`src/rtl/core/decimal40_signed_add_sub_compare_defines.svh`:
```
// assertion macros shared by the decimal add/subtract/compare rtl
`ifndef DECIMAL40_SIGNED_ADD_SUB_COMPARE_DEFINES_SVH
`define DECIMAL40_SIGNED_ADD_SUB_COMPARE_DEFINES_SVH

// condition holds in the same cycle as the trigger
`define DEC40ASC_CHECK_NOW(label, ante, cons, msg) \
	label: assert property (@(posedge clk) disable iff (!arst_n) (ante) |-> (cons)) \
		else $error(msg);

// condition holds in the cycle after the trigger
`define DEC40ASC_CHECK_NEXT(label, ante, cons, msg) \
	label: assert property (@(posedge clk) disable iff (!arst_n) (ante) |=> (cons)) \
		else $error(msg);

`endif

```
`src/rtl/core/dec40asc_pkg.sv`:
```
// types and constants for the 40-digit decimal add/subtract/compare block
package dec40asc_pkg;

	localparam int unsigned LIMB_W    = 30;
	localparam int unsigned NLO       = 4;
	localparam int unsigned TOP_W     = 15;
	localparam int unsigned RAW_TOP_W = 16;
	localparam int unsigned OUT_TOP_W = 14;
	localparam int unsigned B3T_W     = 44;
	localparam int unsigned QHI_W     = 15;
	localparam int unsigned RECIP_W   = 16;

	localparam logic [LIMB_W-1:0]    LIMB_BASE = 30'd1000000000;
	localparam logic [LIMB_W-1:0]    LIMB_MAX  = 30'd999999999;
	localparam logic [RAW_TOP_W-1:0] TOP_BASE  = 16'd10000;
	// 2^45 / 10^9 rounded down, applied to the top 15 bits of a 44-bit word
	localparam logic [RECIP_W-1:0]   RECIP     = 16'd35184;

	typedef logic [LIMB_W-1:0] limb_t;

	typedef struct packed {
		limb_t [NLO-1:0]  lo;
		logic [TOP_W-1:0] hi;
	} mag_t;

	typedef struct packed {
		logic greater;
		logic equal;
		logic less;
	} order_t;

	typedef struct packed {
		logic                 neg;
		limb_t [NLO-1:0]      lo;
		logic [RAW_TOP_W-1:0] hi;
	} raw_t;

	typedef struct packed {
		logic                 neg;
		limb_t [NLO-1:0]      lo;
		logic [OUT_TOP_W-1:0] hi;
		logic                 ovf;
		order_t               order;
	} res_t;

endpackage

```
`src/rtl/core/decimal40_signed_add_sub_compare.sv`:
```
// top level: pipelined signed 40-digit decimal add/subtract with signed compare
// an accepted item is registered in each stage and then in the output register before result valid
// throughput: one item per cycle while the output is not stalled; depth is set by splitting b's top word by 10^9
//   (quotient estimate, then multiply-back remainder) ahead of the add/subtract stage
// stages advance independently, so bubbles collapse while the output is stalled
// reset: arst_n clears all valid bits at once; payload registers are not reset
module decimal40_signed_add_sub_compare (
	input  logic                                   clk,
	input  logic                                   arst_n,
	input  logic                                   in_valid,
	output logic                                   in_stall,
	input  logic                                   mode,
	input  logic                                   a_neg,
	input  logic [dec40asc_pkg::LIMB_W-1:0]        a_limb0,
	input  logic [dec40asc_pkg::LIMB_W-1:0]        a_limb1,
	input  logic [dec40asc_pkg::LIMB_W-1:0]        a_limb2,
	input  logic [dec40asc_pkg::LIMB_W-1:0]        a_limb3,
	input  logic [dec40asc_pkg::OUT_TOP_W-1:0]     a_limb4,
	input  logic                                   b_neg,
	input  logic [dec40asc_pkg::LIMB_W-1:0]        b_limb0,
	input  logic [dec40asc_pkg::LIMB_W-1:0]        b_limb1,
	input  logic [dec40asc_pkg::LIMB_W-1:0]        b_limb2,
	input  logic [dec40asc_pkg::B3T_W-1:0]         b_limb3_and_top,
	output logic                                   out_valid,
	input  logic                                   out_stall,
	output logic                                   r_neg,
	output logic [dec40asc_pkg::LIMB_W-1:0]        r_limb0,
	output logic [dec40asc_pkg::LIMB_W-1:0]        r_limb1,
	output logic [dec40asc_pkg::LIMB_W-1:0]        r_limb2,
	output logic [dec40asc_pkg::LIMB_W-1:0]        r_limb3,
	output logic [dec40asc_pkg::OUT_TOP_W-1:0]     r_limb4,
	output logic                                   overflow,
	output logic                                   a_greater,
	output logic                                   a_equal,
	output logic                                   a_less
);

`include "decimal40_signed_add_sub_compare_defines.svh"

	localparam int unsigned LIMB_W    = dec40asc_pkg::LIMB_W;
	localparam int unsigned NLO       = dec40asc_pkg::NLO;
	localparam int unsigned TOP_W     = dec40asc_pkg::TOP_W;
	localparam int unsigned OUT_TOP_W = dec40asc_pkg::OUT_TOP_W;
	localparam int unsigned B3T_W     = dec40asc_pkg::B3T_W;
	localparam int unsigned QHI_W     = dec40asc_pkg::QHI_W;
	localparam int unsigned RECIP_W   = dec40asc_pkg::RECIP_W;
	localparam int unsigned QPROD_W   = QHI_W + RECIP_W;
	localparam int unsigned BPROD_W   = TOP_W + LIMB_W;
	localparam int unsigned REM_W     = LIMB_W + 1;

	// handshake: each stage takes a new item when empty or when it moves on
	logic v_s1, v_s2, v_s3, v_s4, out_valid_q;
	logic adv1, adv2, adv3, adv4, adv_out;

	assign adv_out  = !out_valid_q || !out_stall;
	assign adv4     = !v_s4 || adv_out;
	assign adv3     = !v_s3 || adv4;
	assign adv2     = !v_s2 || adv3;
	assign adv1     = !v_s1 || adv2;
	assign in_stall = !adv1;

	always_ff @(posedge clk or negedge arst_n) begin
		if (!arst_n) begin
			v_s1        <= 1'b0;
			v_s2        <= 1'b0;
			v_s3        <= 1'b0;
			v_s4        <= 1'b0;
			out_valid_q <= 1'b0;
		end else begin
			if (adv1) begin
				v_s1 <= in_valid;
			end
			if (adv2) begin
				v_s2 <= v_s1;
			end
			if (adv3) begin
				v_s3 <= v_s2;
			end
			if (adv4) begin
				v_s4 <= v_s3;
			end
			if (adv_out) begin
				out_valid_q <= v_s4;
			end
		end
	end

	// stage 1: input register
	logic                         mode_s1, a_neg_s1, b_neg_s1;
	dec40asc_pkg::limb_t [NLO-1:0] a_lo_s1;
	logic [OUT_TOP_W-1:0]         a_hi_s1;
	dec40asc_pkg::limb_t [NLO-2:0] b_lo_s1;
	logic [B3T_W-1:0]             b3t_s1;

	always_ff @(posedge clk) begin
		if (adv1 && in_valid) begin
			mode_s1  <= mode;
			a_neg_s1 <= a_neg;
			b_neg_s1 <= b_neg;
			a_lo_s1  <= {a_limb3, a_limb2, a_limb1, a_limb0};
			a_hi_s1  <= a_limb4;
			b_lo_s1  <= {b_limb2, b_limb1, b_limb0};
			b3t_s1   <= b_limb3_and_top;
		end
	end

	// a: carry normalisation; b top word: quotient estimate, low by one at most
	dec40asc_pkg::mag_t   a_norm;
	logic [QPROD_W-1:0]   qprod;

	dec40asc_norm u_norm_a (
		.lo_raw (a_lo_s1),
		.hi_raw ({1'b0, a_hi_s1}),
		.mag    (a_norm)
	);

	assign qprod = QPROD_W'(b3t_s1[B3T_W-1 -: QHI_W]) * QPROD_W'(dec40asc_pkg::RECIP);

	// stage 2
	logic                         mode_s2, a_neg_s2, b_neg_s2;
	dec40asc_pkg::mag_t           a_mag_s2;
	dec40asc_pkg::limb_t [NLO-2:0] b_lo_s2;
	logic [B3T_W-1:0]             b3t_s2;
	logic [TOP_W-1:0]             q_s2;

	always_ff @(posedge clk) begin
		if (adv2 && v_s1) begin
			mode_s2  <= mode_s1;
			a_neg_s2 <= a_neg_s1;
			b_neg_s2 <= b_neg_s1;
			a_mag_s2 <= a_norm;
			b_lo_s2  <= b_lo_s1;
			b3t_s2   <= b3t_s1;
			q_s2     <= qprod[QPROD_W-1 -: TOP_W];
		end
	end

	// remainder against the estimate, below 2 * 10^9
	logic [BPROD_W-1:0] bprod;
	logic [B3T_W-1:0]   rem_full;

	assign bprod    = BPROD_W'(q_s2) * BPROD_W'(dec40asc_pkg::LIMB_BASE);
	assign rem_full = b3t_s2 - bprod[B3T_W-1:0];

	// stage 3
	logic                         mode_s3, a_neg_s3, b_neg_s3;
	dec40asc_pkg::mag_t           a_mag_s3;
	dec40asc_pkg::limb_t [NLO-2:0] b_lo_s3;
	logic [REM_W-1:0]             rem_s3;
	logic [TOP_W-1:0]             q_s3;

	always_ff @(posedge clk) begin
		if (adv3 && v_s2) begin
			mode_s3  <= mode_s2;
			a_neg_s3 <= a_neg_s2;
			b_neg_s3 <= b_neg_s2;
			a_mag_s3 <= a_mag_s2;
			b_lo_s3  <= b_lo_s2;
			rem_s3   <= rem_full[REM_W-1:0];
			q_s3     <= q_s2;
		end
	end

	// correct the estimate, then normalise b
	logic                          rem_fix;
	logic [REM_W-1:0]              rem_adj;
	dec40asc_pkg::limb_t [NLO-1:0] b_lo_raw;
	logic [TOP_W-1:0]              b_hi_raw;
	dec40asc_pkg::mag_t            b_norm;

	assign rem_fix  = (rem_s3 >= {1'b0, dec40asc_pkg::LIMB_BASE});
	assign rem_adj  = rem_fix ? (rem_s3 - {1'b0, dec40asc_pkg::LIMB_BASE}) : rem_s3;
	assign b_lo_raw = {rem_adj[LIMB_W-1:0], b_lo_s3};
	assign b_hi_raw = q_s3 + {{(TOP_W-1){1'b0}}, rem_fix};

	dec40asc_norm u_norm_b (
		.lo_raw (b_lo_raw),
		.hi_raw (b_hi_raw),
		.mag    (b_norm)
	);

	// stage 4
	logic               mode_s4, a_neg_s4, b_neg_s4;
	dec40asc_pkg::mag_t a_mag_s4, b_mag_s4;

	always_ff @(posedge clk) begin
		if (adv4 && v_s3) begin
			mode_s4  <= mode_s3;
			a_neg_s4 <= a_neg_s3;
			b_neg_s4 <= b_neg_s3;
			a_mag_s4 <= a_mag_s3;
			b_mag_s4 <= b_norm;
		end
	end

	// compare, add or subtract, then wrap the top limb
	dec40asc_pkg::raw_t   raw;
	dec40asc_pkg::order_t order;
	dec40asc_pkg::res_t   res;

	dec40asc_arith u_arith (
		.mode  (mode_s4),
		.a_neg (a_neg_s4),
		.b_neg (b_neg_s4),
		.a_mag (a_mag_s4),
		.b_mag (b_mag_s4),
		.raw   (raw),
		.order (order)
	);

	dec40asc_wrap u_wrap (
		.raw   (raw),
		.order (order),
		.res   (res)
	);

	// output register, holds while the consumer stalls
	dec40asc_pkg::res_t res_q;

	always_ff @(posedge clk) begin
		if (adv_out && v_s4) begin
			res_q <= res;
		end
	end

	assign out_valid = out_valid_q;
	assign r_neg     = res_q.neg;
	assign r_limb0   = res_q.lo[0];
	assign r_limb1   = res_q.lo[1];
	assign r_limb2   = res_q.lo[2];
	assign r_limb3   = res_q.lo[3];
	assign r_limb4   = res_q.hi;
	assign overflow  = res_q.ovf;
	assign a_greater = res_q.order.greater;
	assign a_equal   = res_q.order.equal;
	assign a_less    = res_q.order.less;

	// checks
	`DEC40ASC_CHECK_NOW(a_order_onehot, out_valid_q, $onehot({a_greater, a_equal, a_less}), "order flags not one-hot")
	`DEC40ASC_CHECK_NOW(a_zero_positive, out_valid_q && (res_q.lo == '0) && (r_limb4 == '0), !r_neg, "zero result marked negative")
	`DEC40ASC_CHECK_NOW(a_limbs_in_range, out_valid_q, (r_limb0 < dec40asc_pkg::LIMB_BASE) && (r_limb1 < dec40asc_pkg::LIMB_BASE) && (r_limb2 < dec40asc_pkg::LIMB_BASE) && (r_limb3 < dec40asc_pkg::LIMB_BASE) && ({2'b00, r_limb4} < dec40asc_pkg::TOP_BASE), "result limb out of range")
	`DEC40ASC_CHECK_NEXT(a_stage4_held, v_s4 && out_valid_q && out_stall, v_s4, "item in last stage lost under stall")
	`DEC40ASC_CHECK_NOW(a_stall_only_full, in_stall, v_s1 && v_s2 && v_s3 && v_s4 && out_valid_q, "input stalled with a free stage")

endmodule

```
`src/rtl/core/dec40asc_norm.sv`:
```
// carry normalisation of a magnitude whose low limbs may exceed 10^9 - 1
module dec40asc_norm (
	input  dec40asc_pkg::limb_t [dec40asc_pkg::NLO-1:0] lo_raw,
	input  logic [dec40asc_pkg::TOP_W-1:0]              hi_raw,
	output dec40asc_pkg::mag_t                          mag
);

	localparam int unsigned NLO    = dec40asc_pkg::NLO;
	localparam int unsigned LIMB_W = dec40asc_pkg::LIMB_W;
	localparam int unsigned TOP_W  = dec40asc_pkg::TOP_W;

	logic [NLO:0]    carry;
	logic [LIMB_W:0] sum [NLO];

	// a 30-bit limb plus a carry stays below 2 * 10^9, so one carry out at most
	always_comb begin
		carry[0] = 1'b0;
		for (int i = 0; i < NLO; i++) begin
			carry[i+1] = (lo_raw[i] >= dec40asc_pkg::LIMB_BASE) ||
				((lo_raw[i] == dec40asc_pkg::LIMB_MAX) && carry[i]);
			sum[i] = {1'b0, lo_raw[i]} + {{LIMB_W{1'b0}}, carry[i]};
			if (carry[i+1]) begin
				sum[i] = sum[i] - {1'b0, dec40asc_pkg::LIMB_BASE};
			end
			mag.lo[i] = sum[i][LIMB_W-1:0];
		end
		mag.hi = hi_raw + {{(TOP_W-1){1'b0}}, carry[NLO]};
	end

endmodule

```
`src/rtl/core/dec40asc_arith.sv`:
```
// magnitude compare, signed order and sign-magnitude add/subtract
module dec40asc_arith (
	input  logic                  mode,
	input  logic                  a_neg,
	input  logic                  b_neg,
	input  dec40asc_pkg::mag_t    a_mag,
	input  dec40asc_pkg::mag_t    b_mag,
	output dec40asc_pkg::raw_t    raw,
	output dec40asc_pkg::order_t  order
);

	localparam int unsigned NLO       = dec40asc_pkg::NLO;
	localparam int unsigned LIMB_W    = dec40asc_pkg::LIMB_W;
	localparam int unsigned RAW_TOP_W = dec40asc_pkg::RAW_TOP_W;

	typedef enum logic [1:0] {CMP_LT, CMP_EQ, CMP_GT} cmp_t;

	function automatic dec40asc_pkg::raw_t add_mag(input dec40asc_pkg::mag_t x,
			input dec40asc_pkg::mag_t y);
		dec40asc_pkg::raw_t r;
		logic               c;
		logic               co;
		logic [LIMB_W:0]    s;
		c = 1'b0;
		r.neg = 1'b0;
		for (int i = 0; i < NLO; i++) begin
			s  = {1'b0, x.lo[i]} + {1'b0, y.lo[i]};
			co = (s >= {1'b0, dec40asc_pkg::LIMB_BASE}) ||
				((s == {1'b0, dec40asc_pkg::LIMB_MAX}) && c);
			s  = s + {{LIMB_W{1'b0}}, c};
			if (co) begin
				s = s - {1'b0, dec40asc_pkg::LIMB_BASE};
			end
			r.lo[i] = s[LIMB_W-1:0];
			c = co;
		end
		r.hi = {1'b0, x.hi} + {1'b0, y.hi} + {{(RAW_TOP_W-1){1'b0}}, c};
		return r;
	endfunction

	// x is not below y, so the top difference never goes negative
	function automatic dec40asc_pkg::raw_t sub_mag(input dec40asc_pkg::mag_t x,
			input dec40asc_pkg::mag_t y);
		dec40asc_pkg::raw_t r;
		logic               c;
		logic               bo;
		logic [LIMB_W:0]    s;
		c = 1'b0;
		r.neg = 1'b0;
		for (int i = 0; i < NLO; i++) begin
			bo = (x.lo[i] < y.lo[i]) || ((x.lo[i] == y.lo[i]) && c);
			s  = {1'b0, x.lo[i]} - {1'b0, y.lo[i]} - {{LIMB_W{1'b0}}, c};
			if (bo) begin
				s = s + {1'b0, dec40asc_pkg::LIMB_BASE};
			end
			r.lo[i] = s[LIMB_W-1:0];
			c = bo;
		end
		r.hi = {1'b0, x.hi} - {1'b0, y.hi} - {{(RAW_TOP_W-1){1'b0}}, c};
		return r;
	endfunction

	logic               a_zero;
	logic               b_zero;
	logic               an;
	logic               bn;
	logic               bs;
	cmp_t               mcmp;
	dec40asc_pkg::raw_t sum_r;
	dec40asc_pkg::raw_t a_minus_b;
	dec40asc_pkg::raw_t b_minus_a;

	assign a_zero = (a_mag == '0);
	assign b_zero = (b_mag == '0);
	// negative zero counts as positive
	assign an = a_neg && !a_zero;
	assign bn = b_neg && !b_zero;
	assign bs = (b_neg ^ mode) && !b_zero;

	// magnitude compare, higher limbs override lower ones
	always_comb begin
		mcmp = CMP_EQ;
		for (int i = 0; i < NLO; i++) begin
			if (a_mag.lo[i] > b_mag.lo[i]) begin
				mcmp = CMP_GT;
			end else if (a_mag.lo[i] < b_mag.lo[i]) begin
				mcmp = CMP_LT;
			end
		end
		if (a_mag.hi > b_mag.hi) begin
			mcmp = CMP_GT;
		end else if (a_mag.hi < b_mag.hi) begin
			mcmp = CMP_LT;
		end
	end

	always_comb begin
		if (an != bn) begin
			order.greater = !an;
			order.equal   = 1'b0;
			order.less    = an;
		end else begin
			order.equal   = (mcmp == CMP_EQ);
			order.greater = an ? (mcmp == CMP_LT) : (mcmp == CMP_GT);
			order.less    = an ? (mcmp == CMP_GT) : (mcmp == CMP_LT);
		end
	end

	assign sum_r     = add_mag(a_mag, b_mag);
	assign a_minus_b = sub_mag(a_mag, b_mag);
	assign b_minus_a = sub_mag(b_mag, a_mag);

	always_comb begin
		if (an == bs) begin
			raw     = sum_r;
			raw.neg = an;
		end else if (mcmp != CMP_LT) begin
			raw     = a_minus_b;
			raw.neg = an;
		end else begin
			raw     = b_minus_a;
			raw.neg = bs;
		end
	end

endmodule

```
`src/rtl/core/dec40asc_wrap.sv`:
```
// top limb wrap modulo 10^4, overflow flag and sign of zero
module dec40asc_wrap (
	input  dec40asc_pkg::raw_t   raw,
	input  dec40asc_pkg::order_t order,
	output dec40asc_pkg::res_t   res
);

	localparam int unsigned RAW_TOP_W = dec40asc_pkg::RAW_TOP_W;
	localparam int unsigned OUT_TOP_W = dec40asc_pkg::OUT_TOP_W;
	localparam logic [RAW_TOP_W-1:0] TOP_X2 = RAW_TOP_W'(2 * dec40asc_pkg::TOP_BASE);
	localparam logic [RAW_TOP_W-1:0] TOP_X3 = RAW_TOP_W'(3 * dec40asc_pkg::TOP_BASE);

	logic [RAW_TOP_W-1:0] hi_w;

	// raw top limb stays below 4 * 10^4 (largest sum of two normalised tops)
	always_comb begin
		if (raw.hi >= TOP_X3) begin
			hi_w = raw.hi - TOP_X3;
		end else if (raw.hi >= TOP_X2) begin
			hi_w = raw.hi - TOP_X2;
		end else if (raw.hi >= dec40asc_pkg::TOP_BASE) begin
			hi_w = raw.hi - dec40asc_pkg::TOP_BASE;
		end else begin
			hi_w = raw.hi;
		end
	end

	always_comb begin
		res.lo    = raw.lo;
		res.hi    = hi_w[OUT_TOP_W-1:0];
		res.ovf   = (raw.hi >= dec40asc_pkg::TOP_BASE);
		res.order = order;
		res.neg   = raw.neg && !((raw.lo == '0) && (hi_w == '0));
	end

endmodule
```
`config.mk`:
```
export PLATFORM = sky130hd
export DESIGN_NAME = decimal40_signed_add_sub_compare
export DESIGN_NICKNAME = d
export VERILOG_FILES = /design/src/rtl/core/dec40asc_pkg.sv /design/src/rtl/core/decimal40_signed_add_sub_compare.sv /design/src/rtl/core/dec40asc_norm.sv /design/src/rtl/core/dec40asc_arith.sv /design/src/rtl/core/dec40asc_wrap.sv
export VERILOG_INCLUDE_DIRS = /design/src /design/src/rtl/core
export SDC_FILE = /design/constraint.sdc
export NUM_CORES = 2
export LEC_CHECK = 0
export ABC_AREA = 1
export BUFFER_PORTS_ARGS = -buffer_cell sky130_fd_sc_hd__buf_2
export CAP_MARGIN = 0
export CORE_MARGIN = 10
export CORE_UTILIZATION = 55
export DETAILED_ROUTE_END_ITERATION = 8
export GPL_ROUTABILITY_DRIVEN = 1
export GPL_TIMING_DRIVEN = 0
export PLACE_DENSITY = 0.72
export SETUP_SLACK_MARGIN = 0.05
export SYNTH_ARGS = -nofsm -noshare
export SYNTH_HDL_FRONTEND = slang
export SYNTH_SLANG_ARGS = --single-unit
export TNS_END_PERCENT = 1
```
`constraint.sdc`:
```
create_clock -name clk -period 18.3 [get_ports clk]
set_clock_uncertainty 0.1 [all_clocks]
set_input_delay 3.66 -clock clk [delete_from_list [all_inputs] [get_ports clk]]
set_output_delay 3.66 -clock clk [all_outputs]
set_load 0.02 [all_outputs]
```
==> run_results.csv <==
group,metric,value,unit
run_status,status,"finished, violations left",
run_status,violations,"max-capacitance violations, max-slew violations",
clock_tree,cts_sinks,1236,
clock_tree,ctsHoldBuffers,0,
worst_setup_path,r2r-end,"r_neg$_DFFE_PP_",
global_route,antenna_found_initial,18,
synth,synth_cells,12661,
clock_tree,clkLatencyLatePin,810,ps
global_route,grt_max_degree,138,
synth,synthFlopType,"edfxtp_1",
timing,slew_viol_final,11,
finish,fillers,15387,
worst_setup_path,cpMostUsedCell,"nand2_1",
route,routed_wl,395300,um
timing,fin_crit_sh,59.95,%
synth,ys_seq_elements,1236,
synth,avgSynthCellArea,7.897,um2
route,drt-vias-per-instance,5.951,
finish,final_common_cell,"nand2_1",
floorplanning,coreArea,0.1807,mm2
worst_setup_path,required,18740,ps
finish,multi_input_area,0.05410,mm2
synth,synth_fp_nets,13985,
worst_setup_path,cp-end-kind,"flip-flop",
job,drv_cap,1,
finish,syn_to_final_growth,9.551,%
clock_tree,numCtsBuffers,116,
floorplanning,dieArea,0.1993,mm2
route,drt_pass1_iterations,9,
route,dr.first_iter.drc_count,12664,
clock_tree,h-tree-depth,3,
synth,async_reset_ff_share,0.4045,%
synth,synth_area,0.09999,mm2
clock_tree,clk_pin_slew_worst_paths,70,ps
worst_setup_path,worstPathArrival,11420,ps
global_route,grtUsageTotal,38.26,%
floorplanning,fp.dieW,446.4,um
global_route,grt_pass1_wl,568000,um
placed_design,place_area,0.1056,mm2
worst_setup_path,path_max_fanout,10,
worst_setup_path,reg2reg_slack,7330,ps
clock_tree,postCtsSetupRepairBufs,0,
worst_setup_path,ff2ff_path_depth,51,
timing,rsz0062_at_grt,"false",
finish,final_cell_mix,"3187 x nand2_1, 2074 x inv_1, 1231 x edfxtp_1, 1159 x nor2_1, 867 x ha_1",
timing,post-route-min-period,10970,ps
synth,synth_edf_count,1231,
synth,synth_warnings,0,
synth,yosys-top-cells-area,"edfxtp_1 37%, nand2_1 12%, ha_1 11%",
placed_design,port_buffers,415,
timing,timing.fmax,91.15,MHz
placed_design,dpl.hpwl,323700,um
worst_hold_path,hp-class,"flip-flop to flip-flop",
worst_setup_path,critPathLaunch,"a_mag_s4[75]$_DFFE_PP_",
synth,ys_types,76,
floorplanning,fp.dieH,446.4,um
placed_design,placed_cells,15472,
clock_tree,cts_tree,"yes",
floorplanning,start_util,55.32,%
synth,synth.top_cell.area_share,36.97,%
worst_setup_path,critPathLaunchType,"flip-flop",
global_route,grt_pass1_vias,87998,
finish,final_layout_size_suffix_gt1_share,7.052,%
clock_tree,clockRootBuffer,"clkbuf_16",
worst_setup_path,worst-setup-path-type,"flip-flop to flip-flop",
finish,fin_area,0.1095,mm2
clock_tree,postCtsResizedCells,0,
route,drc,0,
clock_tree,clock_path_buffers,3,
route,avgRoutedWirePerCell,25.18,um
route,via_count,93422,
timing,slew_headroom,-7.061,%
timing,hold_viol_final,0,
finish,fin_cells,15699,
floorplanning,io_pins,416,
placed_design,gp_congestion,1.075,
finish,fin_nets,14544,
finish,seq_area,0.03709,mm2
timing,setup_viol,0,
worst_setup_path,cpMaxStageDelayCell,"a21oi_1",
synth,synth_seq_area_share,37.09,%
floorplanning,rows,156,
worst_setup_path,endpoint,"r_neg$_DFFE_PP_",
global_route,gr-total-overflow,0,
worst_setup_path,regToRegStartpoint,"a_mag_s4[75]$_DFFE_PP_",
timing,whs,282.9,ps
synth,synth_top_area_cell,"edfxtp_1",
worst_setup_path,crit_path_max_incr_delay,880,ps
timing,tightest_slew,1606,ps
route,drtAntennaViolNets,0,
cell type report:
cell class / instances / area share [%]
plain buffers: 150 / 0.7813
clock buffers: 143 / 2.762
repair buffers: 441 / 2.408
well taps: 2370 / 2.707
multi-input cells: 9149 / 49.39
clock inverters: 71 / 0.7619
diodes: 13 / 0.02970
flip-flops and latches: 1236 / 33.86
inverters: 2126 / 7.302
stage by stage:
step	setup TNS, ps	util, %	setup WS (ps)
2_1_floorplan	0	-	1856
3_3_place_gp	-1447060	58.11	-2850
3_5_place_dp	0	58.45	8082
4_1_cts	0	60.59	8073
5_1_grt	0	60.59	7039
6_report	0	60.60	7329
Yosys cell counts, types with 20 or more instances:
master    instances
o21bai_1         62
inv_2            42
nor2_1         1161
o211ai_1         27
or2_2            29
nand2_1        3187
a21o_1           26
nor3_1          161
buf_1            21
a21oi_1         662
buf_4            27
buf_2            51
fa_1            182
nand3b_1         30
edfxtp_1       1231
nand4_1         316
ha_1            867
a31oi_1          36
o21ai_0         457
nand3_1         854
a21boi_0         23
o21a_1           24
nor4_1           70
nor2_2           42
nand2_2          33
xnor2_1         158
xor2_1          543
clkbuf_1         34
nand3_2          20
inv_1          2076
state kept, by name (all words and copies together), names as in the netlist, 15 cells and up:
| signal | flops |
|---|---|
| b_lo_raw | 90 |
| a_lo_s1 | 120 |
| r_limb1 | 30 |
| b_lo_s2 | 90 |
| r_limb2 | 30 |
| b_mag_s4 | 135 |
| q_s2 | 15 |
| r_limb3 | 30 |
| rem_s3 | 31 |
| b3t_s1 | 44 |
| r_limb0 | 30 |
| b_lo_s1 | 90 |
| q_s3 | 15 |
| a_mag_s2 | 135 |
| a_mag_s3 | 135 |
| b3t_s2 | 31 |
| a_mag_s4 | 135 |
cells by family after synthesis:
family	synth area share (%)
and+or+nand+nor	25.50
xor gates and xnor gates	6.140
AOI/OAI and AO/OA	7.890
DFF	37.09
buffers and inverters	8.838
adders and majority gates	14.49
muxes	0.04004
worst max-delay path, delay by kind of cell, from the launching register on:
family	cells	cell delay [ps]
adder cells (fa/ha/maj)	4	1400
buffers and inverters	3	440
AO/OA/AOI/OAI	3	1520
flip-flops	1	590
AND/OR/NAND/NOR	41	6660
how the worst min path moves through the flow:
stage	cells past startpoint	from	endpoint
floorplan	0	a_lo_s1[0]$_DFFE_PP_	a_mag_s2[15]$_DFFE_PP_
global placement	0	b_lo_s1[55]$_DFFE_PP_	b_lo_s2[55]$_DFFE_PP_
detailed placement	0	a_lo_s1[5]$_DFFE_PP_	a_mag_s2[20]$_DFFE_PP_
CTS	0	a_mag_s3[122]$_DFFE_PP_	a_mag_s4[122]$_DFFE_PP_
global route	0	a_mag_s2[20]$_DFFE_PP_	a_mag_s3[20]$_DFFE_PP_
finish	0	a_mag_s3[34]$_DFFE_PP_	a_mag_s4[34]$_DFFE_PP_
per-layer routing:
metal	share of wire [%]	routed length (um)	global-route usage (%)	up-vias
li1	-	-	-	42439
met1	41	163400	53.37	43931
met2	41	162900	55.93	6081
met3	12	49060	10.12	953
met4	5.0	19810	16.41	18
met5	0.027	107	0	-
Power is not shown: default switching activity piles up to over one toggle a cycle in this logic, so the estimate is an artifact.
